## src/rtl/sbda_pkg.sv

```systemverilog
`timescale 1ns / 1ps
// Shared types, constants and the BCD shift-add-3 step for the converter.
// No dependencies.
package sbda_pkg;
  localparam int MAX_DIGITS = 20;
  localparam int BCD_W      = 4 * MAX_DIGITS;
  localparam int IDX_W      = 5;

  typedef logic [5:0]       ascii_t;
  typedef logic [3:0]       digit_t;
  typedef logic [BCD_W-1:0] bcd_t;

  localparam ascii_t CHR_ZERO  = 6'd48;
  localparam ascii_t CHR_MINUS = 6'd45;
  localparam digit_t DIG_FIVE  = 4'd5;
  localparam digit_t DIG_THREE = 4'd3;

  // Result of the conversion pipeline as handed to the character stage.
  typedef struct packed {
    logic neg;
    bcd_t bcd;
  } conv_t;

  // One double-dabble step: correct every digit, then shift in one bit.
  function automatic bcd_t dabble_step(bcd_t bcd, logic b);
    bcd_t adj;
    adj = bcd;
    for (int i = 0; i < MAX_DIGITS; i++) begin
      if (adj[i*4 +: 4] >= DIG_FIVE) begin
        adj[i*4 +: 4] = adj[i*4 +: 4] + DIG_THREE;
      end
    end
    return {adj[BCD_W-2:0], b};
  endfunction
endpackage

```

## src/rtl/sbda_dabble.sv

```systemverilog
`timescale 1ns / 1ps
// One pipeline stage of the binary to BCD conversion, up to NB bits per stage.
// Depends on sbda_pkg.
module sbda_dabble #(
  parameter int W    = 64,
  parameter int BASE = 0,
  parameter int NB   = 8
) (
  input  logic            clk,
  input  logic            rst_n,
  input  logic            in_valid,
  output logic            in_ready,
  input  logic [W-1:0]    in_mag,
  input  sbda_pkg::conv_t in_res,
  output logic            out_valid,
  input  logic            out_ready,
  output logic [W-1:0]    out_mag,
  output sbda_pkg::conv_t out_res
);
  import sbda_pkg::*;

  logic         valid_r;
  logic [W-1:0] mag_r;
  conv_t        res_r;
  logic [W-1:0] mag_nxt;
  conv_t        res_nxt;

  assign in_ready = !valid_r || out_ready;

  // Magnitude bits leave at the top, most significant first.
  always_comb begin
    mag_nxt = in_mag;
    res_nxt = in_res;
    for (int j = 0; j < NB; j++) begin
      if (BASE + j < W) begin
        res_nxt.bcd = dabble_step(res_nxt.bcd, mag_nxt[W-1]);
        mag_nxt     = {mag_nxt[W-2:0], 1'b0};
      end
    end
  end

  always_ff @(posedge clk) begin
    if (!rst_n) begin
      valid_r <= 1'b0;
    end else if (in_ready) begin
      valid_r <= in_valid;
    end
  end

  always_ff @(posedge clk) begin
    if (in_ready && in_valid) begin
      mag_r <= mag_nxt;
      res_r <= res_nxt;
    end
  end

  assign out_valid = valid_r;
  assign out_mag   = mag_r;
  assign out_res   = res_r;
endmodule

```

## config.mk

```make
export PLATFORM = sky130hd
export DESIGN_NAME = sbda_dabble
export DESIGN_NICKNAME = d
export VERILOG_FILES = /design/src/rtl/sbda_pkg.sv /design/src/rtl/sbda_dabble.sv
export SDC_FILE = /design/constraint.sdc
export NUM_CORES = 1
export LEC_CHECK = 0
export BUFFER_PORTS_ARGS = -buffer_cell sky130_fd_sc_hd__buf_2
export CAP_MARGIN = 0
export CORE_ASPECT_RATIO = 0.7
export CORE_MARGIN = 2
export CORE_UTILIZATION = 36
export CTS_CLUSTER_SIZE = 10
export DETAILED_ROUTE_END_ITERATION = 10
export HOLD_SLACK_MARGIN = 0.15
export SLEW_MARGIN = 30
export SYNTH_ARGS = -nofsm -noshare
export SYNTH_HDL_FRONTEND = slang
export SYNTH_SLANG_ARGS = --single-unit
```

## constraint.sdc

```tcl
create_clock -name clk -period 7 [get_ports clk]
set_input_delay 0.35 -clock clk [delete_from_list [all_inputs] [get_ports clk]]
set_output_delay 0.35 -clock clk [all_outputs]
set_load 0.005 [all_outputs]
```

---- Yosys cells after proc, flatten, opt, wreduce, memory -nomap -nowiden ----
Index checks and enable logic that the tools add are counted.
cells by class
  add/subtract/negate cells ............... 160
  $lt $le $gt $ge ......................... 160
  mux-type cells .......................... 160
  reductions and logical operators ........ 3
operator list
  kind                 count
  $ge 4x3->1 const B   160
  $add 4x2->4 const B  152
  $mux 4               152
  $add 3x2->3 const B  8
  $mux 3               8
  $logic_and 1x1->1    1
  $logic_not 1->1      1
  $logic_or 1x1->1     1
storage, ports and cells
  bits in registers ....................... 138
  input bits .............................. 149
  output and inout bits ................... 147
  word-level logic and storage cells ...... 487

---- Logic depth before layout (Yosys ltp) ----
  depth after elaboration ................. 16
  depth in mapped cells ................... 39

---- Worst setup path before layout ----
No wires, ideal clock.
  path kind ............................... input-to-reg
  start point ............................. input in_res[28] in the netlist's numbering
  end point ............................... register res_r, in the netlist out_res[48] (data pin)
  setup time .............................. 0.275 ns
  arrival ................................. 6.912 ns
  setup slack ............................. -0.187 ns
  stages on the path ...................... 37
  buffers on the path ..................... 3
  path through ............................ inv_1 ha_1 and2b_1 or3_4 and2_2 inv_2 ha_1 a21boi_0 o22ai_1 o221a_1 or2_1 buf_6 and3_4 buf_6 or2_2 inv_1 ha_1 o211ai_1 mux2_2 and2_1 a31oi_1 a21oi_1 or3_4 and2_1 buf_6 o21bai_1 xnor2_2 inv_2 ha_1 o21a_1 o22ai_1 nor2_1 a21oi_1 o221ai_1 o32a_1 mux2i_1 a2111oi_2
RTL lines
  item                    RTL line           source
  start: declaration      sbda_dabble.sv:14  input sbda_pkg::conv_t in_res,
  end signal: assignment  sbda_dabble.sv:53  res_r <= res_nxt;
  end: declaration        sbda_dabble.sv:24  conv_t res_r;

==> metrics.txt <==
CP Capture Type=register; critical path's largest stage delay=about 0.36 ns; Worst Hold Margin=0.295 ns; max_slew headroom=between 50% and 60%; Post-DP HPWL=approximately 54,000 microns; Synth Flop Type=edfxtp_1; hold path cells=2; CTS tree=built; Antenna Violating Nets Remaining=0; most frequent cells in the layout=buf_2, nor2_1, nand2_1; Yosys top cell by area=edfxtp_1; chip width=318 microns; gr usage total=18.8%; PnR worst setup slack=0.418 ns; row count=80; Req. time, crit path=between 7 and 8 ns; RR Startpoint=out_valid$_SDFFE_PN0N_; post-synthesis compound-gate area fraction=around 37%; status=finished clean; Sequential Area=0.00413 sq mm; Clock Skews=slightly below 0.02 ns; Critical Path Slowest Stage Cell=or3_4; Post-synth EDFFs=between 100 and 150; Layout area overhead=19.6%; Max Root-Sink Buffers=2; cells after synthesis=3,299; crit-path max FO=6; DR pass1 iterations=5; Starting Density=between 30% and 40%; grt total ovfl=0; unrepaired setup endpoints after global routing=false; Final Hold Fails=0; Yosys reg bits=~140; multi-input logic area=0.0197 sq mm; DRC=0; Distinct cells, synth=132; xor-xnor portion of the synthesized cell area=4.68%; fill cell count=6,890; worst reg2reg endpoint=out_res[25]$_DFFE_PP_; initial DRC count=between 1,500 and 2,000; Reg2Reg Setup Slack=just under 5 ns; min cycle time layout=around 6.6 ns; Adder-Cell Fraction of Synth Area=approximately 7.1%; H-tree depth=4; die area=roughly 0.07 sq mm; CTS sink count=about 140; worst slack at placement=-0.0789 ns; IO Pins=roughly 300; critical path startpoint category=input port; Simple-Gate Fraction of Synth Area=22.0%; mux share of post-synthesis cell area=a little under 8%; commonest non-fill, non-tap cell in the layout=buf_2; core box area=around 0.068 sq mm; CTS Buf Count=17; Slew Limit Fails=0; mean post-synth cell area=roughly 7.6 sq um; largest family of logic cells by synthesized area=compound AO/OA/AOI/OAI gates; clk_lat worst skew=just under 0.5 ns; mapped cell area=0.0249 sq mm; clock-pin slew on the worst setup and hold paths=around 0.07 ns; layout cells sized above 1=between 20 and 25%; period utilization=94.0%; total of max-cap violations=0; first-pass GRT wire length=between 100,000 and 150,000 microns; pin count of the biggest net entering global routing=just under 50; Final setup viols=0; Fmax=152 MHz; synthesis warning total=0; WS Path Type=in2reg; Synth area leaders=edfxtp_1, ha_1, a21oi_1, mux2i_1, nor2_1; sequential share of the synthesized area=16.6%; Async S/R FF share, synth=0%; Post-Route WL=70,300 microns; Final nets=slightly above 4,000; via count=about 26,000; Yosys top cell area share=16.5%; GP Congestion=0.874; WP data arrival=6.87 ns; number of global-route vias before repair=23,500; Worst Hold Class=in2reg; WL/cell=around 15 microns; I/O Buffers=between 200 and 300; reg2reg path depth=3; crit path to=out_res[48]$_DFFE_PP_; crit path from=in_res[28]; Clock Root Buffer=clkbuf_16; initial antenna violation count=4; die span in y=~220 microns; vias per std cell=about 5.7; Slew @ Worst Pin=around 0.74 ns; critical path's most frequent cell=ha_1
area by class of cell:
| cell class | count | share of cell area [%] |
|---|---|---|
| clock buffer | 17 | 1.43 |
| clock inverter | 15 | 0.684 |
| multi-input combinational | 2869 | 66.0 |
| antenna | 3 | 0.0252 |
| inverter | 188 | 2.37 |
| sequential | 138 | 13.9 |
| timing repair buffer | 547 | 11.9 |
| tap | 902 | 3.79 |
per-layer routing:
layer | track usage (%) | vias to the layer above | wire (microns)
met5 | 0 | - | 13
met4 | 3.84 | 2 | 885
met3 | 3.10 | 51 | 3240
met2 | 29.1 | 544 | 30100
met1 | 27.4 | 12200 | 36000
li1 | - | 13600 | -
worst min path at each step:
stage | start | endpoint | slack (ns)
after floorplan | in_mag[2] | out_mag[10]$_DFFE_PP_ | 0.45
after global placement | out_valid$_SDFFE_PN0N_ | out_valid$_SDFFE_PN0N_ | 0.52
after detailed placement | out_valid$_SDFFE_PN0N_ | out_valid$_SDFFE_PN0N_ | 0.52
after CTS | in_mag[58] | out_res[1]$_DFFE_PP_ | 0.25
after global routing | in_mag[58] | out_res[4]$_DFFE_PP_ | 0.29
final | in_mag[58] | out_res[4]$_DFFE_PP_ | 0.29
kinds of logic after synthesis:
family          after synthesis
compound gates             1311
simple gates               1106
xor+xnor                    116
flops                       138
buf+inv                     299
fa+ha+maj                   146
other cells                   1
mux                         182
through the flow:
step | instance area (sq um) | utilization, % | cells | TNS, ns
after CTS | 29800 | 43.6 | 4675 | 0
after global routing | 29800 | 43.7 | 4678 | 0
after detailed placement | 28500 | 41.8 | 4583 | -0.129
final | 29800 | 43.7 | 4679 | 0
after floorplan | 25000 | - | 3306 | -0.0431
after global placement | 28500 | 41.8 | 4583 | 0
cell usage after synthesis, types with 28 or more instances:
master,number
and2_1,47
and3_1,39
or2_2,36
o21ai_1,35
xnor2_1,69
edfxtp_1,137
a21o_1,57
nor2_1,276
o22ai_1,45
o21ai_0,207
nand3_1,98
a21oi_1,263
ha_1,120
a211oi_1,66
nand2_1,274
o211ai_1,80
mux2i_1,109
nor2b_1,35
nor3_1,88
o21a_1,52
a22oi_1,28
clkbuf_1,74
nand2b_1,72
a31oi_1,60
xor2_1,30
mux2_2,65
inv_1,174
worst max-delay path, delay by kind of cell:
family / cells / cell delay [ns]
AOI/OAI and AO/OA: 13 / 2.14
xor gates and xnor gates: 1 / 0.15
adders and majority gates: 4 / 0.90
buffers and inverters: 5 / 0.38
muxes: 1 / 0.28
and+or+nand+nor: 11 / 2.65
flip-flops by register name, indices dropped and copies added (netlist names):
register and flops:
out_valid 1, out_mag 56, out_res 81
what timing repair did:
action                     in CTS  in global routing
hold buffers                   60                  0
hold endpoints to repair       59                  0
resized for setup               0                 10
setup endpoints to repair       0                 14
setup buffers                   0                  1
Power is not shown: default switching activity piles up to over one toggle a cycle in this logic, so the estimate is an artifact.
