**config.mk**
```make
export PLATFORM = sky130hd
export DESIGN_NAME = sbda_front
export DESIGN_NICKNAME = d
export VERILOG_FILES = /design/src/rtl/sbda_pkg.sv /design/src/rtl/sbda_front.sv
export SDC_FILE = /design/constraint.sdc
export NUM_CORES = 1
export LEC_CHECK = 0
export ABC_AREA = 1
export BUFFER_PORTS_ARGS = -buffer_cell sky130_fd_sc_hd__buf_4
export CORE_MARGIN = 8
export CORE_UTILIZATION = 40
export DETAILED_ROUTE_END_ITERATION = 12
export PLACE_DENSITY = 0.73
export REMOVE_ABC_BUFFERS = 1
export SETUP_SLACK_MARGIN = 0.02
export SYNTH_ARGS = -nofsm -noshare
export SYNTH_HDL_FRONTEND = slang
export SYNTH_SLANG_ARGS = --single-unit
```
**constraint.sdc**
```tcl
create_clock -name clk -period 5.6 [get_ports clk]
set_clock_uncertainty 0.1 [all_clocks]
set_input_delay 0.56 -clock clk [delete_from_list [all_inputs] [get_ports clk]]
set_output_delay 0.56 -clock clk [all_outputs]
set_load 0.05 [all_outputs]
```
**src/rtl/sbda_pkg.sv**
```systemverilog
`timescale 1ns / 1ps
// Shared types, constants and the BCD shift-add-3 step for the converter.
// No dependencies.
package sbda_pkg;
  localparam int MAX_DIGITS = 20;
  localparam int BCD_W      = 4 * MAX_DIGITS;
  localparam int IDX_W      = 5;

  typedef logic [5:0]       ascii_t;
  typedef logic [3:0]       digit_t;
  typedef logic [BCD_W-1:0] bcd_t;

  localparam ascii_t CHR_ZERO  = 6'd48;
  localparam ascii_t CHR_MINUS = 6'd45;
  localparam digit_t DIG_FIVE  = 4'd5;
  localparam digit_t DIG_THREE = 4'd3;

  // Result of the conversion pipeline as handed to the character stage.
  typedef struct packed {
    logic neg;
    bcd_t bcd;
  } conv_t;

  // One double-dabble step: correct every digit, then shift in one bit.
  function automatic bcd_t dabble_step(bcd_t bcd, logic b);
    bcd_t adj;
    adj = bcd;
    for (int i = 0; i < MAX_DIGITS; i++) begin
      if (adj[i*4 +: 4] >= DIG_FIVE) begin
        adj[i*4 +: 4] = adj[i*4 +: 4] + DIG_THREE;
      end
    end
    return {adj[BCD_W-2:0], b};
  endfunction
endpackage

```
**src/rtl/sbda_front.sv**
```systemverilog
`timescale 1ns / 1ps
// Input stage: sign detection and magnitude of the low W bits of the value.
// Depends on sbda_pkg.
module sbda_front #(
  parameter int W = 64
) (
  input  logic                 clk,
  input  logic                 rst_n,
  input  logic                 in_valid,
  output logic                 in_ready,
  input  logic [63:0]          in_value,
  output logic                 out_valid,
  input  logic                 out_ready,
  output logic [W-1:0]         out_mag,
  output sbda_pkg::conv_t      out_res
);
  import sbda_pkg::*;

  logic         valid_r;
  logic [W-1:0] mag_r;
  logic         neg_r;
  logic [W-1:0] raw;

  assign raw      = in_value[W-1:0];
  assign in_ready = !valid_r || out_ready;

  always_ff @(posedge clk) begin
    if (!rst_n) begin
      valid_r <= 1'b0;
    end else if (in_ready) begin
      valid_r <= in_valid;
    end
  end

  always_ff @(posedge clk) begin
    if (in_ready && in_valid) begin
      neg_r <= raw[W-1];
      // Unsigned negation also gives the right magnitude for the most negative value.
      mag_r <= raw[W-1] ? (~raw + {{(W-1){1'b0}}, 1'b1}) : raw;
    end
  end

  assign out_valid   = valid_r;
  assign out_mag     = mag_r;
  assign out_res.neg = neg_r;
  assign out_res.bcd = '0;
endmodule

```
## Word level (Yosys, flattened, before mapping)

Cells that the tools add are included.

| cells by class | value |
|---|---|
| $add $sub $neg | 1 |
| multipliers | 0 |
| divide/modulo/power cells | 0 |
| order comparisons | 0 |
| equal/unequal tests | 0 |
| shifts and indexed selects | 0 |
| muxes and demuxes | 1 |
| bitwise logic cells | 1 |
| reductions and logical operators | 3 |

Operators with widths:

| operator | count |
|---|---|
| adder 64 x 1 -> 64 bit (second input constant) | 1 |
| inverter 64 bit | 1 |
| 2-to-1 mux 63 bit | 1 |
| logical AND 1 bit | 1 |
| logical NOT 1 bit | 1 |
| logical OR 1 bit | 1 |

| word-level totals | value |
|---|---|
| bits in registers | 66 |
| latch bits | 0 |
| bits in writable memories | 0 |
| ROM bits | 0 |
| input bits | 68 |
| output and inout port bits | 147 |
| logic and storage cells | 10 |
| memories kept | 0 |

## Longest topological paths before layout

Gate-level depths: netlist of the first run.

| depth | value |
|---|---|
| depth in word-level cells | 3 |
| depth in mapped cells | 11 |
| gate-level depth less buffers | 11 |

## Worst setup path before layout of the first run

Ideal clock, no wire load.

| timing path | value |
|---|---|
| path type | input -> register |
| from | input port in_valid |
| to | register neg_r (enable) |
| library setup time | 0.509 ns |
| arrival time | 3.753 ns |
| required time | 4.991 ns |
| path slack | 1.238 ns |
| stages | 2 |
| buffers on the path | 0 |
| cell sequence | inv_1 -> a21oi_1 |

| on the way | value |
|---|---|
| word-level cells in the longest chain between the ends | 1 |

RTL lines:

| item | line | source |
|---|---|---|
| start: declaration | sbda_front.sv:9 | `input logic in_valid,` |
| logical AND 1 bit | sbda_front.sv:36 | `if (in_ready && in_valid) begin` |
| end signal: assignment | sbda_front.sv:37 | `neg_r <= raw[W-1];` |
| end: declaration | sbda_front.sv:21 | `logic neg_r;` |

Every way passes these cells.
A chain may end at the register's enable or synchronous reset.

## Worst setup path after layout of the first run

| timing path | value |
|---|---|
| from | input port out_ready |
| to | register mag_r[13], in the netlist out_mag[13] (enable) |

| on the way | value |
|---|---|
| word-level cells in the longest chain between the ends | 2 |

RTL lines:

| item | line | source |
|---|---|---|
| start: declaration | sbda_front.sv:13 | `input logic out_ready,` |
| logical OR 1 bit | sbda_front.sv:25 | `assign in_ready = !valid_r \|\| out_ready;` |
| logical AND 1 bit | sbda_front.sv:36 |  |
| end signal: assignment | sbda_front.sv:39 | `mag_r <= raw[W-1] ? (~raw + {{(W-1){1'b0}}, 1'b1}) : raw;` |
| end: declaration | sbda_front.sv:20 | `logic [W-1:0] mag_r;` |

Every way passes these cells.

==> results of run 1 <==
-- state kept, by name, summed over array words and instances, names as in the netlist --
signal     cells
out_valid      1
out_mag       64
neg_r          1
-- stage by stage --
step,instances,utilization
2_1_floorplan,620,-
3_3_place_gp,902,0.479
3_5_place_dp,902,0.479
4_1_cts,918,0.503
5_1_grt,918,0.503
6_report,918,0.503
-- logic make-up after synthesis --
kind of cell,after synthesis,share of synthesized area
AND/OR/NAND/NOR,364,0.325
buffers and inverters,141,0.175
flip-flops,66,0.407
XOR/XNOR,33,0.0597
AO/OA/AOI/OAI,23,0.0305
adder cells (fa/ha/maj),1,0.00258
other,1,0.000774
-- cell type report --
type	instances	area [um^2]
Clock buffer	10	229
Clock inverter	6	57.6
Fill cell	1170	5920
Inverter	53	199
Multi-Input combinational cell	501	2330
Sequential cell	66	1970
Tap cell	147	184
Timing Repair Buffer	135	1010
-- per-layer routing --
metal / global-route usage / vias to the layer above / share of wire
met4: 0.0786 / 0 / 0.020
met3: 0.0418 / 18 / 0.081
met5: 0 / - / 0
met1: 0.219 / 1953 / 0.42
met2: 0.298 / 202 / 0.48
li1: - / 2134 / -
-- placed cells by master, fill, tap and decap left out, drive strengths merged --
cell      netlist  final
a21boi          1      1
edfxtp         65     65
a21oi           4      4
o21ai          18     18
ha              1      1
bufinv          0      1
clkinvlp        0      2
xor2           15     15
xnor2          18     18
conb            1     80
clkinv          0      3
nor3            1      1
clkbuf          1     10
buf            87    135
nand4          10     10
nand2         182    182
nand3          58     58
inv            53     53
dfxtp           1      1
nor2          109    109
nand3b          4      4
-- power groups by stage --
stage	logic, mW	registers (mW)	clock network, mW
after CTS	0.487	0.605	0.551
after global routing	0.516	0.607	0.573
after detailed placement	0.486	0.614	0
after floorplan	0.212	0.743	0
after global placement	0.483	0.614	0
final	0.488	0.604	0.547
-- how the worst max path moves through the flow --
stage / from / to / depth (start not counted)
final: out_ready / out_mag[13]$_DFFE_PP_ / 4
after global routing: out_valid$_SDFFE_PN0N_ / out_mag[12]$_DFFE_PP_ / 2
after CTS: out_valid$_SDFFE_PN0N_ / out_mag[12]$_DFFE_PP_ / 2
after detailed placement: out_ready / out_mag[8]$_DFFE_PP_ / 4
after global placement: out_ready / out_mag[10]$_DFFE_PP_ / 4
after floorplan: in_valid / neg_r$_DFFE_PP_ / 2
==> summary.md, run 1 <==
| Metric | Value |
|---|---|
| Status | `finished, final reports clean` |
| Worst Path Required | `around 5.5 ns` |
| Peak supply drop | `about 0.00012 V` |
| Number of port buffers | `134` |
| Internal power | `1.05 mW` |
| Average cell area after synthesis | `between 7 and 8 um^2` |
| Setup TNS | `0 ns` |
| Hold path endpoint | `out_mag[0]$_DFFE_PP_` |
| Synth cell count leaders | `nand2_1 (177), nor2_1 (97), buf_4 (83)` |
| CP cell instances | `buf_4, inv_1, a21oi_4, buf_4` |
| Diodes inserted | `0` |
| Mapped Area | `4840 um^2` |
| Resized Gates After CTS | `0` |
| Comb pwr share | `0.298` |
| DRT iter0 DRCs | `357` |
| Global-route wire length before repair | `around 22000 um` |
| Setup CP Type | `primary input to flip-flop` |
| Flop2flop setup slack | `around 3.5 ns` |
| CP most frequent cell | `buf_4` |
| EDFF count, synth | `between 60 and 70` |
| Row Count | `40` |
| Vias | `between 4000 and 5000` |
| Post-synthesis sequential area ratio | `0.407` |
| Post-CTS Hold Buffers | `0` |
| GRT Residual Overflow | `0` |
| # setup viols final | `0` |
| Worst-skew pair later-pin latency | `approximately 0.34 ns` |
| R2r startpoint | `out_valid$_SDFFE_PN0N_` |
| Max-Cap Viols | `0` |
| Total GRT Usage | `0.180` |
| I/O pin total | `215` |
| Crit start category | `primary input` |
| Placed Area | `roughly 5700 um^2` |
| Core ar. | `11900 um^2` |
| Detailed Routing Iterations Pass 1 | `5` |
| Initial Util | `0.407` |
| Deepest clock path buffer count | `2` |
| FF-to-FF End | `out_mag[13]$_DFFE_PP_` |
| Top-count cell post-synth | `nand2_1` |
| Synth warn | `0` |
| R2R depth | `2` |
| Crit path time final | `2.14 ns` |
| Leading post-synthesis cells by cell area | `edfxtp_1 (40%), nand2_1 (14%), buf_4 (13%)` |
| Post-synthesis register bit count | `66` |
| Asr flop ratio synth | `0` |
| Largest stage delay, worst path | `between 0.7 and 0.8 ns` |
| CP max FO | `38` |
| Synth top area share | `0.403` |
| Cell accounting for the most synthesized area | `edfxtp_1` |
| Setup WS pre-CTS | `a little over 3 ns` |
| Max-slew violations | `0` |
| Worst path slowest cell | `a21oi_4` |
| PwrDens | `approximately 270 nW/um^2` |
| Clock transition at path regs | `0.06 ns` |
| Yosys cell types | `28` |
| CTS tree | `built` |
| Antenna violations before repair | `0` |
| Inserted Clock Buffers | `9` |
| Hpwl dp | `around 12000 um` |
| Synth Flop Type | `edfxtp_1` |
| Vias in the first global route | `4396` |
| WL final | `14300 um` |
| Hold wc startpoint | `in_value[0]` |
| Total power | `1.64 mW` |
| Sequential share of power | `0.368` |
| Hold path cells | `1` |
| Final instance area | `between 5000 and 6000 um^2` |
| Die Y | `126 um` |
| Clock Root Buffer | `clkbuf_16` |
| Die width | `roughly 130 um` |
| Nets | `835` |
| Maximum clock rate | `about 470 MHz` |
| Clk network pwr share | `0.334` |
| Antenna viol nets, final | `0` |
| LEAKAGE | `2.76 nW` |
| HP Class | `primary input to flip-flop` |
| # DRC | `0` |
| Final period util | `0.382` |
| Net switching power | `just under 0.6 mW` |
| Critical path arrival | `about 2.0 ns` |
| Worst Tran Pin Value | `approximately 0.91 ns` |
| Sw Share | `0.361` |
| Vias per cell | `4.69` |
| # clock sinks | `66` |
| Wire per inst | `15.6 um` |
| Final Hold Fails | `0` |
| Die area | `~16000 um^2` |
| Relative slew slack | `0.392` |
| RePlAce Congestion | `a little over 0.9` |
| WHS | `just over 0.3 ns` |
| CP top delay family | `compound AO/OA/AOI/OAI gates` |
| Final WS setup | `roughly 3.5 ns` |
| Post-CTS setup buffers | `0` |
| Htree depth | `3` |
| Nature of the critical path endpoint | `flip-flop` |
| RSZ-0062 raised after global routing | `false` |
| Cells after Synth | `629` |
| Synth-to-Final Area Change | `23.6%` |
| Largest net degree at the start of global routing | `70` |
| Worst path bufs/invs | `3` |
| Layout cell share with drive strength beyond 1 | `0.226` |
Note: power is estimated with default switching activity, not from simulation.
==> inputs of run 2 (changes only) <==
- ABC_AREA: 1 -> 0
- PLACE_DENSITY: 0.73 -> 0.78
- clock period: 5.6 -> 1.71 ns (I/O delays scaled with it)
==> summary.md, run 2 <==
| Metric | Value |
|---|---|
| CP top delay family | `simple AND/OR/NAND/NOR gates` |
| Htree depth | `3 (unchanged)` |
| LEAKAGE | `2.85 nW (+3.2%)` |
| Layout cell share with drive strength beyond 1 | `0.554 (+0.329)` |
| Largest register FFs | `64 (unchanged)` |
| Relative slew slack | `0.636 (+0.244)` |
| Nets | `670 (-20%)` |
| Status | `finished, violations left` |
| Vias | `3498 (-19%)` |
| Top-count cell post-synth | `buf_4` |
| CP cell instances | `buf_6, or4_4, nor4_4, buf_4, nand3b_1, buf_4, o41ai_4, xnor2_1` |
| Leading post-synthesis cells by cell area | `edfxtp_1 (48%), buf_4 (15%), xnor2_1 (13%)` |
| Antenna viol nets, final | `0 (unchanged)` |
| PwrDens | `731 nW/um^2 (+170%)` |
| Sw Share | `0.374 (+0.0127)` |
| WP depth | `8 (+4)` |
| Synth cell count leaders | `buf_4 (81), edfxtp_1 (65), xnor2_1 (60)` |
| Mapped Area | `4090 um^2 (-16%)` |
| Clock transition at path regs | `0.07 ns (about the same)` |
| Diodes inserted | `0 (unchanged)` |
| Largest net degree at the start of global routing | `66 (-5.7%)` |
| Post-synthesis register bit count | `66 (unchanged)` |
| Clk network pwr share | `0.241 (-0.093)` |
| Antenna violations before repair | `0 (unchanged)` |
| Max-Cap Viols | `0 (unchanged)` |
| EDFF count, synth | `65 (unchanged)` |
| Initial Util | `0.403 (-0.00321)` |
| Sequential share of power | `0.400 (+0.032)` |
| Clock Root Buffer | `clkbuf_8` |
| Worst setup path end | `out_mag[62]$_DFFE_PP_` |
| Wire per inst | `17.4 um (+12%)` |
| Die Y | `117 um (-7.1%)` |
| Core ar. | `10100 um^2 (-15%)` |
| Nature of the critical path endpoint | `flip-flop` |
| Internal power | `3.11 mW (+200%)` |
| Cell accounting for the most synthesized area | `edfxtp_1` |
| Max-slew violations | `0 (unchanged)` |
| R2r startpoint | `out_valid$_SDFFE_PN0N_` |
| DRT iter0 DRCs | `139 (-61%)` |
| CTS tree | `built` |
| Critical path origin | `in_value[32]` |
| Worst Path Required | `1.70 ns (-3.78 ns)` |
| Synth top area share | `0.477 (+0.0743)` |
| Cells after Synth | `351 (-44%)` |
| Peak supply drop | `0.000502 V (+310%)` |
| HP Class | `primary input to flip-flop` |
| Crit start category | `primary input` |
| Final WS setup | `-0.242 ns (-3.71 ns)` |
| Net switching power | `1.85 mW (+210%)` |
| Asr flop ratio synth | `0 (unchanged)` |
| Worst path slowest cell | `or4_4` |
| CP max FO | `4 (-89%)` |
| Setup TNS | `-3.61 ns (-3.61 ns)` |
| Yosys cell types | `36 (+29%)` |
| Worst-skew pair later-pin latency | `0.34 ns (about the same)` |
| WL final | `12900 um (-9.7%)` |
| I/O pin total | `215 (unchanged)` |
| # setup viols final | `34 (+34)` |
| Vias per cell | `4.71 (+0.48%)` |
| Post-synthesis sequential area ratio | `0.482 (+0.0750)` |
| Comb pwr share | `0.358 (+0.060)` |
| Worst path bufs/invs | `3 (unchanged)` |
| Inserted Clock Buffers | `9 (unchanged)` |
| CP most frequent cell | `buf_4` |
| WHS | `0.0297 ns (-0.272 ns)` |
| Deepest clock path buffer count | `2 (unchanged)` |
| Setup CP Type | `primary input to flip-flop` |
| R2R depth | `3 (+1)` |
| Largest stage delay, worst path | `0.55 ns (-0.17 ns)` |
| Row Count | `37 (-7.5%)` |
| Synth warn | `0 (unchanged)` |
| RSZ-0062 raised after global routing | `true` |
| Critical path arrival | `1.94 ns (-0.08 ns)` |
| Die width | `117 um (-7.1%)` |
| FF-to-FF End | `out_mag[8]$_DFFE_PP_` |
| Final Hold Fails | `0 (unchanged)` |
| Global-route wire length before repair | `18800 um (-16%)` |
| Crit path time final | `1.95 ns` |
| GRT Residual Overflow | `0 (unchanged)` |
| Maximum clock rate | `about 510 MHz` |
| # DRC | `0 (unchanged)` |
| Leading cell type in the layout, fill and taps excluded | `buf_4` |
| Worst Tran Pin Value | `0.547 ns (-0.363 ns)` |
| Flop2flop setup slack | `0.34 ns (-3.13 ns)` |
| Number of port buffers | `134 (unchanged)` |
| # clock sinks | `66 (unchanged)` |
| Average cell area after synthesis | `11.6 um^2 (+51%)` |
| Most frequent cells in the layout | `buf_4 (216), conb_1 (80), edfxtp_1 (65), xnor2_1 (60), buf_6 (25)` |
| Hpwl dp | `8940 um (-24%)` |
| Synth-to-Final Area Change | `66.0%` |
| Synth Flop Type | `edfxtp_1` |
| Detailed Routing Iterations Pass 1 | `4 (-1)` |
| Die area | `13700 um^2 (-14%)` |
| Failing checks | `setup timing` |
| RePlAce Congestion | `0.839 (-8.8%)` |
| Total GRT Usage | `0.180 (about the same)` |
| Final period util | `1.14` |
| Vias in the first global route | `3874 (-12%)` |
==> run 2: cell count changes after synthesis, sizes merged, moves of 14 or more <==
| cell | before | now |
|---|---|---|
| nand2 | 182 | 18 |
| o41ai | 0 | 15 |
| inv | 53 | 5 |
| xnor2 | 18 | 60 |
| xor2 | 15 | 1 |
| o31ai | 0 | 23 |
| nor2 | 109 | 4 |
| nand3 | 58 | 7 |
==> run 2: area by class of cell <==
cell class,count,area (um^2)
flip-flops and latches,66,1970
repair buffers,248,2000
well taps,136,170
clock buffers,16,170
inverters,5,18.8
fillers,735,3350
multi-input cells,271,2460
==> run 2: what timing repair did <==
item / CTS / global route
hold endpoints to repair: 2 / 1
pin swaps: 20 / 39
buffers inserted: 11 / 14
gates resized for setup: 87 / 57
hold buffers: 3 / 1
setup endpoints to repair: 48 / 49
gates cloned: 2 / 0
==> run 2: metal layers <==
metal / GRT usage / up-vias / routed length (um)
li1: - / 1636 / -
met3: 0.0564 / 29 / 974
met5: 0 / - / 0
met1: 0.185 / 1661 / 4810
met2: 0.332 / 172 / 6880
met4: 0.0691 / 0 / 269
==> run 2: worst min-delay path by stage <==
stage | startpoint | end | slack [ns] | depth (start not counted)
floorplan | in_value[63] | neg_r$_DFFE_PP_ | 0.17 | 0
global placement | in_value[0] | out_mag[0]$_DFFE_PP_ | 0.27 | 1
detailed placement | in_value[0] | out_mag[0]$_DFFE_PP_ | 0.27 | 1
CTS | in_value[59] | out_mag[59]$_DFFE_PP_ | 0.004 | 2
global route | in_value[24] | out_mag[24]$_DFFE_PP_ | 0.01 | 2
finish | in_value[61] | out_mag[61]$_DFFE_PP_ | 0.03 | 2
==> run 2: worst reg2reg max path, stage by stage (launching register included) <==
cell and delay, ns:
dfxtp_1 0.31, nand2b_1 0.10, and2_2 0.17, buf_12 0.30
==> run 2: power groups by stage <==
| stage | Sequential [mW] | Combinational (mW) | Clock, mW |
|---|---|---|---|
| 2_1_floorplan | 2.47 | 0.617 | 0 |
| 6_report | 1.99 | 1.78 | 1.20 |
| 5_1_grt | 2.00 | 1.85 | 1.28 |
| 3_3_place_gp | 2.02 | 1.61 | 0 |
| 4_1_cts | 1.99 | 1.70 | 1.22 |
| 3_5_place_dp | 2.02 | 1.63 | 0 |
==> run 2: cells by family after synthesis <==
| logic type | share of synthesized area |
|---|---|
| adders and majority gates | 0.00306 |
| buffers and inverters | 0.165 |
| other | 0.000917 |
| xor gates and xnor gates | 0.131 |
| AOI/OAI and AO/OA | 0.0964 |
| and+or+nand+nor | 0.121 |
| DFF | 0.482 |
==> run 2: metrics by stage <==
stage / util / total power, mW / setup WS (ns) / instances / instance area [um^2]
final: 0.669 / 4.96 / -0.242 / 742 / 6790
after global routing: 0.669 / 5.14 / -0.301 / 742 / 6790
after CTS: 0.627 / 4.91 / -0.198 / 731 / 6360
after detailed placement: 0.552 / 3.65 / -0.722 / 699 / 5600
after global placement: 0.552 / 3.63 / -0.690 / 699 / 5600
after floorplan: - / 3.08 / -1.40 / 340 / 3730
