### config.mk
export PLATFORM = sky130hd
export DESIGN_NAME = sbda_serial
export DESIGN_NICKNAME = d
export VERILOG_FILES = /design/src/rtl/sbda_pkg.sv /design/src/rtl/sbda_serial.sv
export SDC_FILE = /design/constraint.sdc
export NUM_CORES = 1
export LEC_CHECK = 0
export BUFFER_PORTS_ARGS = -buffer_cell sky130_fd_sc_hd__buf_2
export CAP_MARGIN = 20
export CORE_UTILIZATION = 57
export DETAILED_ROUTE_END_ITERATION = 12
export PLACE_DENSITY = 0.92
export SLEW_MARGIN = 20
export SYNTH_ARGS = -nofsm -noshare
export SYNTH_HDL_FRONTEND = slang
export SYNTH_SLANG_ARGS = --single-unit
export TNS_END_PERCENT = 50
### constraint.sdc
create_clock -name clk -period 6.1 [get_ports clk]
set_input_delay 1.22 -clock clk [delete_from_list [all_inputs] [get_ports clk]]
set_output_delay 1.22 -clock clk [all_outputs]
set_load 0.05 [all_outputs]
### src/rtl/sbda_pkg.sv
`timescale 1ns / 1ps
// Shared types, constants and the BCD shift-add-3 step for the converter.
// No dependencies.
package sbda_pkg;
  localparam int MAX_DIGITS = 20;
  localparam int BCD_W      = 4 * MAX_DIGITS;
  localparam int IDX_W      = 5;

  typedef logic [5:0]       ascii_t;
  typedef logic [3:0]       digit_t;
  typedef logic [BCD_W-1:0] bcd_t;

  localparam ascii_t CHR_ZERO  = 6'd48;
  localparam ascii_t CHR_MINUS = 6'd45;
  localparam digit_t DIG_FIVE  = 4'd5;
  localparam digit_t DIG_THREE = 4'd3;

  // Result of the conversion pipeline as handed to the character stage.
  typedef struct packed {
    logic neg;
    bcd_t bcd;
  } conv_t;

  // One double-dabble step: correct every digit, then shift in one bit.
  function automatic bcd_t dabble_step(bcd_t bcd, logic b);
    bcd_t adj;
    adj = bcd;
    for (int i = 0; i < MAX_DIGITS; i++) begin
      if (adj[i*4 +: 4] >= DIG_FIVE) begin
        adj[i*4 +: 4] = adj[i*4 +: 4] + DIG_THREE;
      end
    end
    return {adj[BCD_W-2:0], b};
  endfunction
endpackage

### src/rtl/sbda_serial.sv
`timescale 1ns / 1ps
// Character stage: sends the minus sign and the significant BCD digits.
// Depends on sbda_pkg.
module sbda_serial (
  input  logic            clk,
  input  logic            rst_n,
  input  logic            in_valid,
  output logic            in_ready,
  input  sbda_pkg::conv_t in_res,
  output logic            out_valid,
  input  logic            out_ready,
  output logic [5:0]      out_ascii_char,
  output logic            out_last
);
  import sbda_pkg::*;

  logic             busy_r;
  logic             neg_r;
  logic [IDX_W-1:0] idx_r;
  bcd_t             bcd_r;
  logic [IDX_W-1:0] top_idx;
  digit_t           cur_digit;
  logic             xfer;

  // Position of the most significant nonzero digit; zero gives position 0.
  always_comb begin
    top_idx = '0;
    for (int i = 0; i < MAX_DIGITS; i++) begin
      if (in_res.bcd[i*4 +: 4] != '0) begin
        top_idx = IDX_W'(i);
      end
    end
  end

  assign cur_digit      = bcd_r[idx_r*4 +: 4];
  assign out_valid      = busy_r;
  assign out_last       = !neg_r && (idx_r == '0);
  assign out_ascii_char = neg_r ? CHR_MINUS : (CHR_ZERO + {2'b00, cur_digit});
  assign xfer           = busy_r && out_ready;
  assign in_ready       = !busy_r || (xfer && out_last);

  always_ff @(posedge clk) begin
    if (!rst_n) begin
      busy_r <= 1'b0;
      neg_r  <= 1'b0;
      idx_r  <= '0;
    end else if (in_valid && in_ready) begin
      busy_r <= 1'b1;
      neg_r  <= in_res.neg;
      idx_r  <= top_idx;
    end else if (xfer) begin
      if (neg_r) begin
        neg_r <= 1'b0;
      end else if (idx_r == '0) begin
        busy_r <= 1'b0;
      end else begin
        idx_r <= idx_r - 1'b1;
      end
    end
  end

  always_ff @(posedge clk) begin
    if (in_valid && in_ready) begin
      bcd_r <= in_res.bcd;
    end
  end

  a_sign_not_last: assert property (@(posedge clk) disable iff (!rst_n)
    (out_valid && neg_r) |-> !out_last)
    else $error("minus sign flagged as last character");

  a_run_continues: assert property (@(posedge clk) disable iff (!rst_n)
    (busy_r && !out_last && out_ready) |=> busy_r)
    else $error("character run ended before last character");

  a_char_range: assert property (@(posedge clk) disable iff (!rst_n)
    out_valid |-> (out_ascii_char == CHR_MINUS ||
                   (out_ascii_char >= CHR_ZERO && out_ascii_char <= CHR_ZERO + 6'd9)))
    else $error("character out of range");

  a_idx_range: assert property (@(posedge clk) disable iff (!rst_n)
    busy_r |-> (idx_r < IDX_W'(MAX_DIGITS)))
    else $error("digit index out of range");
endmodule
**Yosys cells after proc, flatten, opt, wreduce, memory -nomap -nowiden**

Cells that the tools add are included.

- $add $sub $neg: 2
- Equal/unequal tests: 2
- Shifts and indexed selects: 1
- Multiplexer cells: 30
- Reduce and logical (&&, ||, !) cells: 31

Operator list:

| kind | count |
|---|---|
| 2-to-1 mux 5 bit | 22 |
| variable part select 80 x 8 -> 4 bit | 1 |
| nonzero test 4 bit | 19 |
| 2-to-1 mux 1 bit | 7 |
| adder 5 x 5 -> 6 bit (first input constant) | 1 |
| 2-to-1 mux 6 bit | 1 |
| AND reduction 3 bit | 2 |
| zero test 5 bit | 1 |
| subtractor 5 x 1 -> 5 bit (second input constant) | 1 |
| logical AND 1 bit | 4 |
| inequality test 2 x 1 -> 1 bit (second input constant) | 2 |
| nonzero test 2 bit | 2 |
| zero test 1 bit | 2 |
| logical OR 1 bit | 1 |

- Bits in registers: 87
- Word-level logic and storage cells: 70

**Logic depth before layout (Yosys ltp)**

Gate-level depths: netlist of run 1.

- Word-level depth: 21
- Gate-level depth with buffers: 11
- Depth with buffers taken out: 7

**Least setup slack after synthesis of run 1**

No wires, ideal clock.

- Path kind: flip-flop to output port
- Start: reg idx_r[1]
- End: out out_ascii_char[2]
- Arrival time: 2.399 ns
- Required time: 4.880 ns
- Slack: 2.481 ns
- Stages on the path, launching flop included: 6
- Buffers on the path: 2
- Path through: dfxtp_1 > buf_2 > buf_1 > mux4_2 > mux2i_1 > o31ai_1

- Longest elaborated chain between the ends: 3

Ends and longest elaborated chain:

| what | RTL line | RTL |
|---|---|---|
| from (decl) | sbda_serial.sv:19 | `logic [IDX_W-1:0] idx_r;` |
| from (signal assigned) | sbda_serial.sv:50 | `idx_r <= top_idx;` |
| from (signal assigned) | sbda_serial.sv:57 | `idx_r <= idx_r - 1'b1;` |
| variable part select 80 x 8 -> 4 bit | sbda_serial.sv:35 | `assign cur_digit = bcd_r[idx_r*4 +: 4];` |
| adder 5 x 5 -> 6 bit | sbda_serial.sv:38 | `assign out_ascii_char = neg_r ? CHR_MINUS : (CHR_ZERO + {2'b00, cur_digit});` |
| 2-to-1 mux 6 bit | sbda_serial.sv:38 |  |
| to (decl) | sbda_serial.sv:12 | `output logic [5:0] out_ascii_char,` |

No other way between the ends.

**Worst setup path in the final report of run 1**

- Start: reg idx_r[0]
- End: out out_ascii_char[3]

Same word-level chain as after synthesis.

==> results.md, run 1 <==
* Post-Synth XOR/XNOR Area at 0.002293
* Die Y at 83.87 um
* Std-Cell Rows at 29
* Final Util at 0.7025
* IO Port Bufs at 92
* Failing checks: DRC
* Detail Placement HPWL at 6.298 mm
* Gr ovfl total at 0
* VDD IR max at 0.2050 mV
* Mapped Cells at 232
* Filler Cell Count at 421
* Setup violators final at 0
* FF/Latch Area at 2542 um2
* Root Buffer: clkbuf_8
* Power Total at 0.001337 W
* Max-Cap Viols at 0
* Setup Skew at 8.607 ps
* Setup TNS Final at 0 ps
* Top cells by area, synth: edfxtp_1 (63%), mux4_2 (12%), dfxtp_1 (3.7%)
* Clock slew at reported path FFs at 90 ps
* Largest family of logic cells by synthesized area: multiplexers
* Dominant synthesized flop cell: edfxtp_1
* Mux cell area share after synthesis at 0.1399
* CTS buffer count at 9
* Distinct cells, synth at 46
* Leakage power at 1.610 nW
* Sink Count at 87
* Final Non-Filler Cells at 407
* Mapped Avg Cell Area at 16.47 um2
* DRC at 6
* Post-cts repair resize count at 0
* Top cells by count, synth: edfxtp_1 (80), mux4_2 (20), nor4_1 (11), or4_1 (11)
* Tightest Pin Transition at 1048 ps
* GPL Wtd Cong at 0.9293
* Clk buf depth at 2
* Area Growth Syn to Fin at 18.11%
* Vias per inst at 6.214
* Crit path time final at 4333 ps
* Synthesis Warnings at 0
* PwrDens at 296.3 nW/um2
* Post-synth EDFFs at 80
* Synthesized area at 3820 um2
* Core area at 6422 um2
* Routed WL at 8.328 mm
* RSZ-0062 raised after global routing: no
* Worst path top cell family by delay: multiplexers
* CP cell instances: buf_4 -> mux4_2 -> mux2_2 -> a221oi_1 -> o31ai_1 -> buf_2
* Skew-Pair Late Insertion Delay at 350 ps
* Net Count, Synth at 318
* Register area share after synthesis at 0.6656
* Startpoint types: flip-flop
* Status: complete, but fails checks
* Area occupied by multi-input gates at 1192 um2
* Final Hold Vio Count at 0
* Final ANT Viol Nets at 0
* Critical Path End Type: output pin
* CTS H-tree lvls at 3
* Avg WL per Cell at 20.46 um
* Vias in the first global route at 2532
* Hold_buf cts at 0
* TritonCTS clock tree: done
* Peak Freq at 0.2308 GHz
* DRT iter0 DRCs at 236
* Largest area contributor in the netlist: edfxtp_1
* Max incr delay on CP at 810 ps
* Diode count at 0
* Dpl cells at 392
* Post-synth ARST share at 0
* Synth Area in Compound Gates at 0.07075
* Initial antenna violation count at 0
* Die area at 7033 um2
* Slew HR at 0.3017
* Most instantiated library cell after synthesis: edfxtp_1
* Final Cycle Share at 0.7103
* Fraction of layout cells with a size suffix above 1 at 0.4212
* 1st-pass router iterations at 9
* Hold Path Class: flip-flop to flip-flop
* Worst path slowest cell: dfxtp_1
* Setup Fix Bufs, Post-CTS at 0
* Horiz. Die Dim at 83.87 um
* Critical Path RT at 4880 ps
* First-pass GRT wire length at 13.08 mm
* Nets at 412
* Synth top area share at 0.6289
* Number of synthesized register bits at 87
* Tot GR Track Use at 0.2564
* Slew Viols, Final at 0
* Vias at 2529
* CP Class: flip-flop to output pin
* WP data arrival at 3110 ps
* Initial Utilization at 0.5948
* Post-Synth Simple-Gate Area at 0.09499
* Reg2reg setup slack at 2880 ps
* Buf/Inv on CP at 2
* Pin count of the biggest net entering global routing at 86
* Post-Synth Adder-Cell Area at 0.003275
* I/O pin total at 94
* Worst-path maximum fanout at 14
==> path summary, 6_finish.rpt <==
kind	depth (start not counted)	endpoint	start
setup / recovery	6	out_ascii_char[3]	idx_r[0]$_SDFFE_PN0P_
hold / removal	2	out_valid$_SDFFE_PN0P_	out_valid$_SDFFE_PN0P_
hold reg to reg	2	out_valid$_SDFFE_PN0P_	out_valid$_SDFFE_PN0P_
setup reg to reg	7	idx_r[2]$_SDFFE_PN0P_	idx_r[1]$_SDFFE_PN0P_
==> worst reg2reg max path, delay by kind of cell, from the launching register on <==
kind	cells	cell delay, ps
buf+inv	1	250
compound gates	3	620
flops	1	650
simple gates	2	1370
fa+ha+maj	1	230
==> state kept, by name, indices dropped and copies added, names as in the netlist <==
register,flops
out_valid,1
bcd_r,80
idx_r,5
neg_r,1
==> cell usage in the layout (no fill, tap or decap), types with 2 or more instances in the layout <==
| master | synthesis | layout |
|---|---|---|
| a211oi_1 | 3 | 3 |
| a21boi_0 | 2 | 2 |
| a21oi_1 | 6 | 6 |
| a221oi_1 | 3 | 3 |
| a31oi_1 | 2 | 2 |
| and3_2 | 2 | 2 |
| buf_2 | 2 | 92 |
| clkbuf_8 | 0 | 9 |
| clkinvlp_4 | 0 | 3 |
| dfxtp_1 | 7 | 7 |
| edfxtp_1 | 80 | 80 |
| inv_1 | 5 | 5 |
| mux2_2 | 3 | 3 |
| mux2i_1 | 5 | 5 |
| mux4_2 | 20 | 20 |
| nand2_1 | 9 | 9 |
| nand3_1 | 4 | 4 |
| nand4_1 | 3 | 3 |
| nor2_1 | 9 | 9 |
| nor2b_1 | 4 | 4 |
| nor3_1 | 3 | 3 |
| nor4_1 | 11 | 11 |
| o211a_1 | 2 | 2 |
| o211ai_1 | 2 | 2 |
| o21ai_0 | 5 | 5 |
| o22ai_1 | 2 | 2 |
| o31ai_1 | 3 | 3 |
| or4_1 | 11 | 11 |
==> cells by family (layout without fill, tap and decap cells) <==
family	after synthesis	after routing
adders and majority gates	1	1
AOI/OAI and AO/OA	37	37
DFF	87	87
buffers and inverters	15	113
and+or+nand+nor	62	62
other	1	1
muxes	28	28
xor gates and xnor gates	1	1
==> per-layer routing <==
metal / global-route usage / part of all wire
met2: 0.4031 / 0.49
met1: 0.3415 / 0.39
met5: 0 / 0
met3: 0.05341 / 0.090
met4: 0.1332 / 0.024
==> per-stage QoR <==
step	area, um2	worst slack (ps)	hold slack [ps]
floorplan	3820	2481	673.6
CTS	4512	1760	655.9
finish	4512	1767	653.7
global route	4512	1588	710.9
detailed placement	4318	2173	642.3
global placement	4318	2288	625.3
==> cell type report <==
| cell class | count | share of cell area |
|---|---|---|
| clock buffer | 9 | 0.02745 |
| sequential | 87 | 0.5635 |
| timing repair buffer | 93 | 0.1037 |
| clock inverter | 6 | 0.01553 |
| tap | 77 | 0.02135 |
| multi-input combinational | 130 | 0.2643 |
| inverter | 5 | 0.004160 |
==> power breakdown <==
| part | switching, W | internal (W) |
|---|---|---|
| Clock | 0.000201 | 0.000189 |
| Combinational | 0.000122 | 0.0000929 |
| Sequential | 0.0000320 | 0.000700 |
| Total | 0.000355 | 0.000982 |
No activity file was read; power rests on OpenSTA's default activity.
==> run 2, diff against run 1 <==
--- a/config.mk
+++ b/config.mk
@@ -5,11 +5,12 @@
 export SDC_FILE = /design/constraint.sdc
 export NUM_CORES = 1
 export LEC_CHECK = 0
+export ABC_AREA = 1
 export BUFFER_PORTS_ARGS = -buffer_cell sky130_fd_sc_hd__buf_2
 export CAP_MARGIN = 20
-export CORE_UTILIZATION = 57
+export CORE_UTILIZATION = 53
 export DETAILED_ROUTE_END_ITERATION = 12
-export PLACE_DENSITY = 0.92
+export PLACE_DENSITY = 0.87
 export SLEW_MARGIN = 20
 export SYNTH_ARGS = -nofsm -noshare
 export SYNTH_HDL_FRONTEND = slang
==> constraint.sdc (replaced) <==
create_clock -name clk -period 4.45 [get_ports clk]
set_input_delay 0.89 -clock clk [delete_from_list [all_inputs] [get_ports clk]]
set_output_delay 0.89 -clock clk [all_outputs]
set_load 0.05 [all_outputs]
==> results.md, run 2 <==
* Final Hold Vio Count at 0 (unchanged)
* Top Registers: bcd_r (80), idx_r (5) (unchanged)
* Root Buffer: clkbuf_8 (unchanged)
* Routed WL at 8.414 mm (was 8.328 mm)
* Max incr delay on CP at 760 ps (was 810 ps)
* PwrDens at 441.3 nW/um2 (was 296.3 nW/um2)
* GPL Wtd Cong at 0.8665 (was 0.9293)
* Synth top area share at 0.6194 (was 0.6289)
* DRC at 0 (was 6)
* Most instantiated library cell after synthesis: edfxtp_1 (unchanged)
* Status: completed (was complete, but fails checks)
* Mapped Cells at 355 (was 232)
* Clock slew at reported path FFs at 80 ps (was 90 ps)
* Final Util at 0.6614 (was 0.7025)
* Critical Path End Type: output pin (unchanged)
* Peak Freq at 0.2925 GHz
* Max-Cap Viols at 0 (unchanged)
* Distinct cells, synth at 33 (was 46)
* CP Class: flip-flop to output pin (unchanged)
* Filler Cell Count at 532 (was 421)
* 1st-pass router iterations at 5 (was 9)
* Dpl ws at 1509 ps (was 2173 ps)
* Net Count, Synth at 441 (was 318)
* Max reg flops at 80 (unchanged)
* Top cells by area, synth: edfxtp_1 (62%), nor2_1 (5.5%), nand2_1 (5.2%) (was edfxtp_1 (63%), mux4_2 (12%), dfxtp_1 (3.7%))
* Top cells by count, synth: edfxtp_1 (80), nor2_1 (57), nand2_1 (54) (was edfxtp_1 (80), mux4_2 (20), nor4_1 (11), or4_1 (11))
* TritonCTS clock tree: done (unchanged)
* Setup Fix Bufs, Post-CTS at 0 (unchanged)
* CTS buffer count at 9 (unchanged)
* Dominant synthesized flop cell: edfxtp_1 (unchanged)
* Tightest Pin Transition at 987.7 ps (was 1048 ps)
* Die Y at 87.55 um (was 83.87 um)
* Final ANT Viol Nets at 0 (unchanged)
* Post-synth ARST share at 0 (unchanged)
* Largest register by flop count: bcd_r (unchanged)
* Std-Cell Rows at 30 (was 29)
* Hold Path Class: flip-flop to flip-flop (unchanged)
* Clk buf depth at 2 (unchanged)
* Gr ovfl total at 0 (unchanged)
* Worst-path maximum fanout at 22 (was 14)
* CP cell instances: inv_2 -> o21ai_0 -> o22ai_1 -> o211ai_1 -> nand3_1 -> a22oi_1 -> nand2_1 -> buf_2 (was buf_4 -> mux4_2 -> mux2_2 -> a221oi_1 -> o31ai_1 -> buf_2)
* Register area share after synthesis at 0.6555 (was 0.6656)
* RSZ-0062 raised after global routing: no (unchanged)
* Initial Utilization at 0.5586 (was 0.5948)
* Skew-Pair Late Insertion Delay at 360 ps (was 350 ps)
* Slew HR at 0.3415 (was 0.3017)
* WP data arrival at 2530 ps (was 3110 ps)
* Setup TNS Final at 0 ps (unchanged)
* Pin count of the biggest net entering global routing at 82 (was 86)
* Final Worst Setup Slack at 1031 ps (was 1767 ps)
* I/O pin total at 94 (unchanged)
* Slew Viols, Final at 0 (unchanged)
* Met3 wire length at 672 um (was 749 um)
* DR WL met2 at 4.081 mm (was 4.098 mm)
* Vias in the first global route at 2781 (was 2532)
* Detail Placement HPWL at 5.963 mm (was 6.298 mm)
* Leakage power at 1.729 nW (was 1.610 nW)
* IO Port Bufs at 92 (unchanged)
* Sink Count at 87 (unchanged)
* Avg WL per Cell at 15.44 um (was 20.46 um)
* Setup violators final at 0 (unchanged)
* Post-synth EDFFs at 80 (unchanged)
* Worst path slowest cell: dfxtp_1 (unchanged)
* Setup Skew at 5.384 ps (was 8.607 ps)
* First-pass GRT wire length at 13.10 mm (was 13.08 mm)
* CTS H-tree lvls at 3 (unchanged)
* Post-cts repair resize count at 0 (unchanged)
* Number of synthesized register bits at 87 (unchanged)
* Initial antenna violation count at 0 (unchanged)
* Diode count at 0 (unchanged)
* Horiz. Die Dim at 87.55 um (was 83.87 um)
* Synthesis Warnings at 0 (unchanged)
* Area Growth Syn to Fin at 18.42% (was 18.11%)
* Final Cycle Share at 0.7683
* Startpoint types: flip-flop (unchanged)
* Vias per inst at 5.545 (was 6.214)
* Largest area contributor in the netlist: edfxtp_1 (unchanged)
* Nets at 531 (was 412)
* Top Metal Used: met4 (unchanged)
* DRT iter0 DRCs at 310 (was 236)
* Reg2reg setup slack at 1460 ps (was 2880 ps)
* VDD IR max at 0.2356 mV (was 0.2050 mV)
* Most common cell after layout, fill and taps aside: buf_2 (unchanged)
* Crit path time final at 3419 ps
* Hold_buf cts at 0 (unchanged)
* Mapped Avg Cell Area at 10.93 um2 (was 16.47 um2)
* Tot GR Track Use at 0.2332 (was 0.2564)
* Die area at 7664 um2 (was 7033 um2)
* Met1 wire length at 3.530 mm (was 3.281 mm)
* Vias at 3022 (was 2529)
* Fraction of layout cells with a size suffix above 1 at 0.2851 (was 0.4212)
* Core area at 6944 um2 (was 6422 um2)
* Critical Path RT at 3560 ps (was 4880 ps)
* Dpl cells at 530 (was 392)
* Commonest non-fill, non-tap cells in the layout: buf_2 (92), edfxtp_1 (80), nor2_1 (57) (was buf_2 (92), edfxtp_1 (80), mux4_2 (20))
* Synthesized area at 3879 um2 (was 3820 um2)
* Final Non-Filler Cells at 545 (was 407)
==> run 2: kinds of logic (layout without fill, tap and decap cells) <==
family | after synthesis | in the layout | synth area share
fa+ha+maj | 1 | 1 | 0.003225
compound gates | 85 | 85 | 0.1319
flops | 87 | 87 | 0.6555
other cells | 1 | 1 | 0.0009668
buf+inv | 36 | 130 | 0.03839
xor+xnor | 1 | 1 | 0.002258
simple gates | 144 | 144 | 0.1677
==> run 2: area by class of cell <==
class,count,area (um2),area share
Sequential cell,87,2542,0.5535
Clock inverter,5,58.81,0.01280
Inverter,21,81.33,0.01771
Tap cell,96,120.1,0.02615
Clock buffer,10,127.6,0.02779
Timing Repair Buffer,94,475.5,0.1035
Multi-Input combinational cell,232,1187,0.2585
==> run 2: final timing paths <==
path / startpoint / end / cells past startpoint
max: idx_r[1]$_SDFFE_PN0P_ / out_ascii_char[2] / 8
min reg2reg: neg_r$_SDFFE_PN0P_ / neg_r$_SDFFE_PN0P_ / 2
min: neg_r$_SDFFE_PN0P_ / neg_r$_SDFFE_PN0P_ / 2
max reg2reg: idx_r[1]$_SDFFE_PN0P_ / bcd_r[77]$_DFFE_PP_ / 9
==> run 2: where the power goes <==
part / internal (W) / switching (W) / total, W
Sequential: 0.000974 / 0.0000401 / 0.00101
Clock: 0.000257 / 0.000267 / 0.000524
Combinational: 0.000148 / 0.000340 / 0.000488
==> run 2: metrics by stage <==
step                      hold WS [ps]  instance area [um2]  total power [W]
after global placement           518.8                 4407         0.001495
after CTS                        551.9                 4593         0.002026
after detailed placement         539.4                 4407         0.001509
final                            556.2                 4593         0.002027
after floorplan                  501.8                 3879         0.001374
after global routing             574.2                 4593         0.002114
==> run 2: critical path: cells and delay by family, from the launching register on <==
family / cells / cell delay [ps]
compound gates: 4 / 670
simple gates: 2 / 180
buf+inv: 2 / 550
flops: 1 / 760
==> run 2: per-layer routing <==
layer	global-route usage	vias to the layer above
li1	-	1462
met1	0.3050	1389
met2	0.3729	155
met3	0.06315	16
met4	0.09389	0
met5	0	-
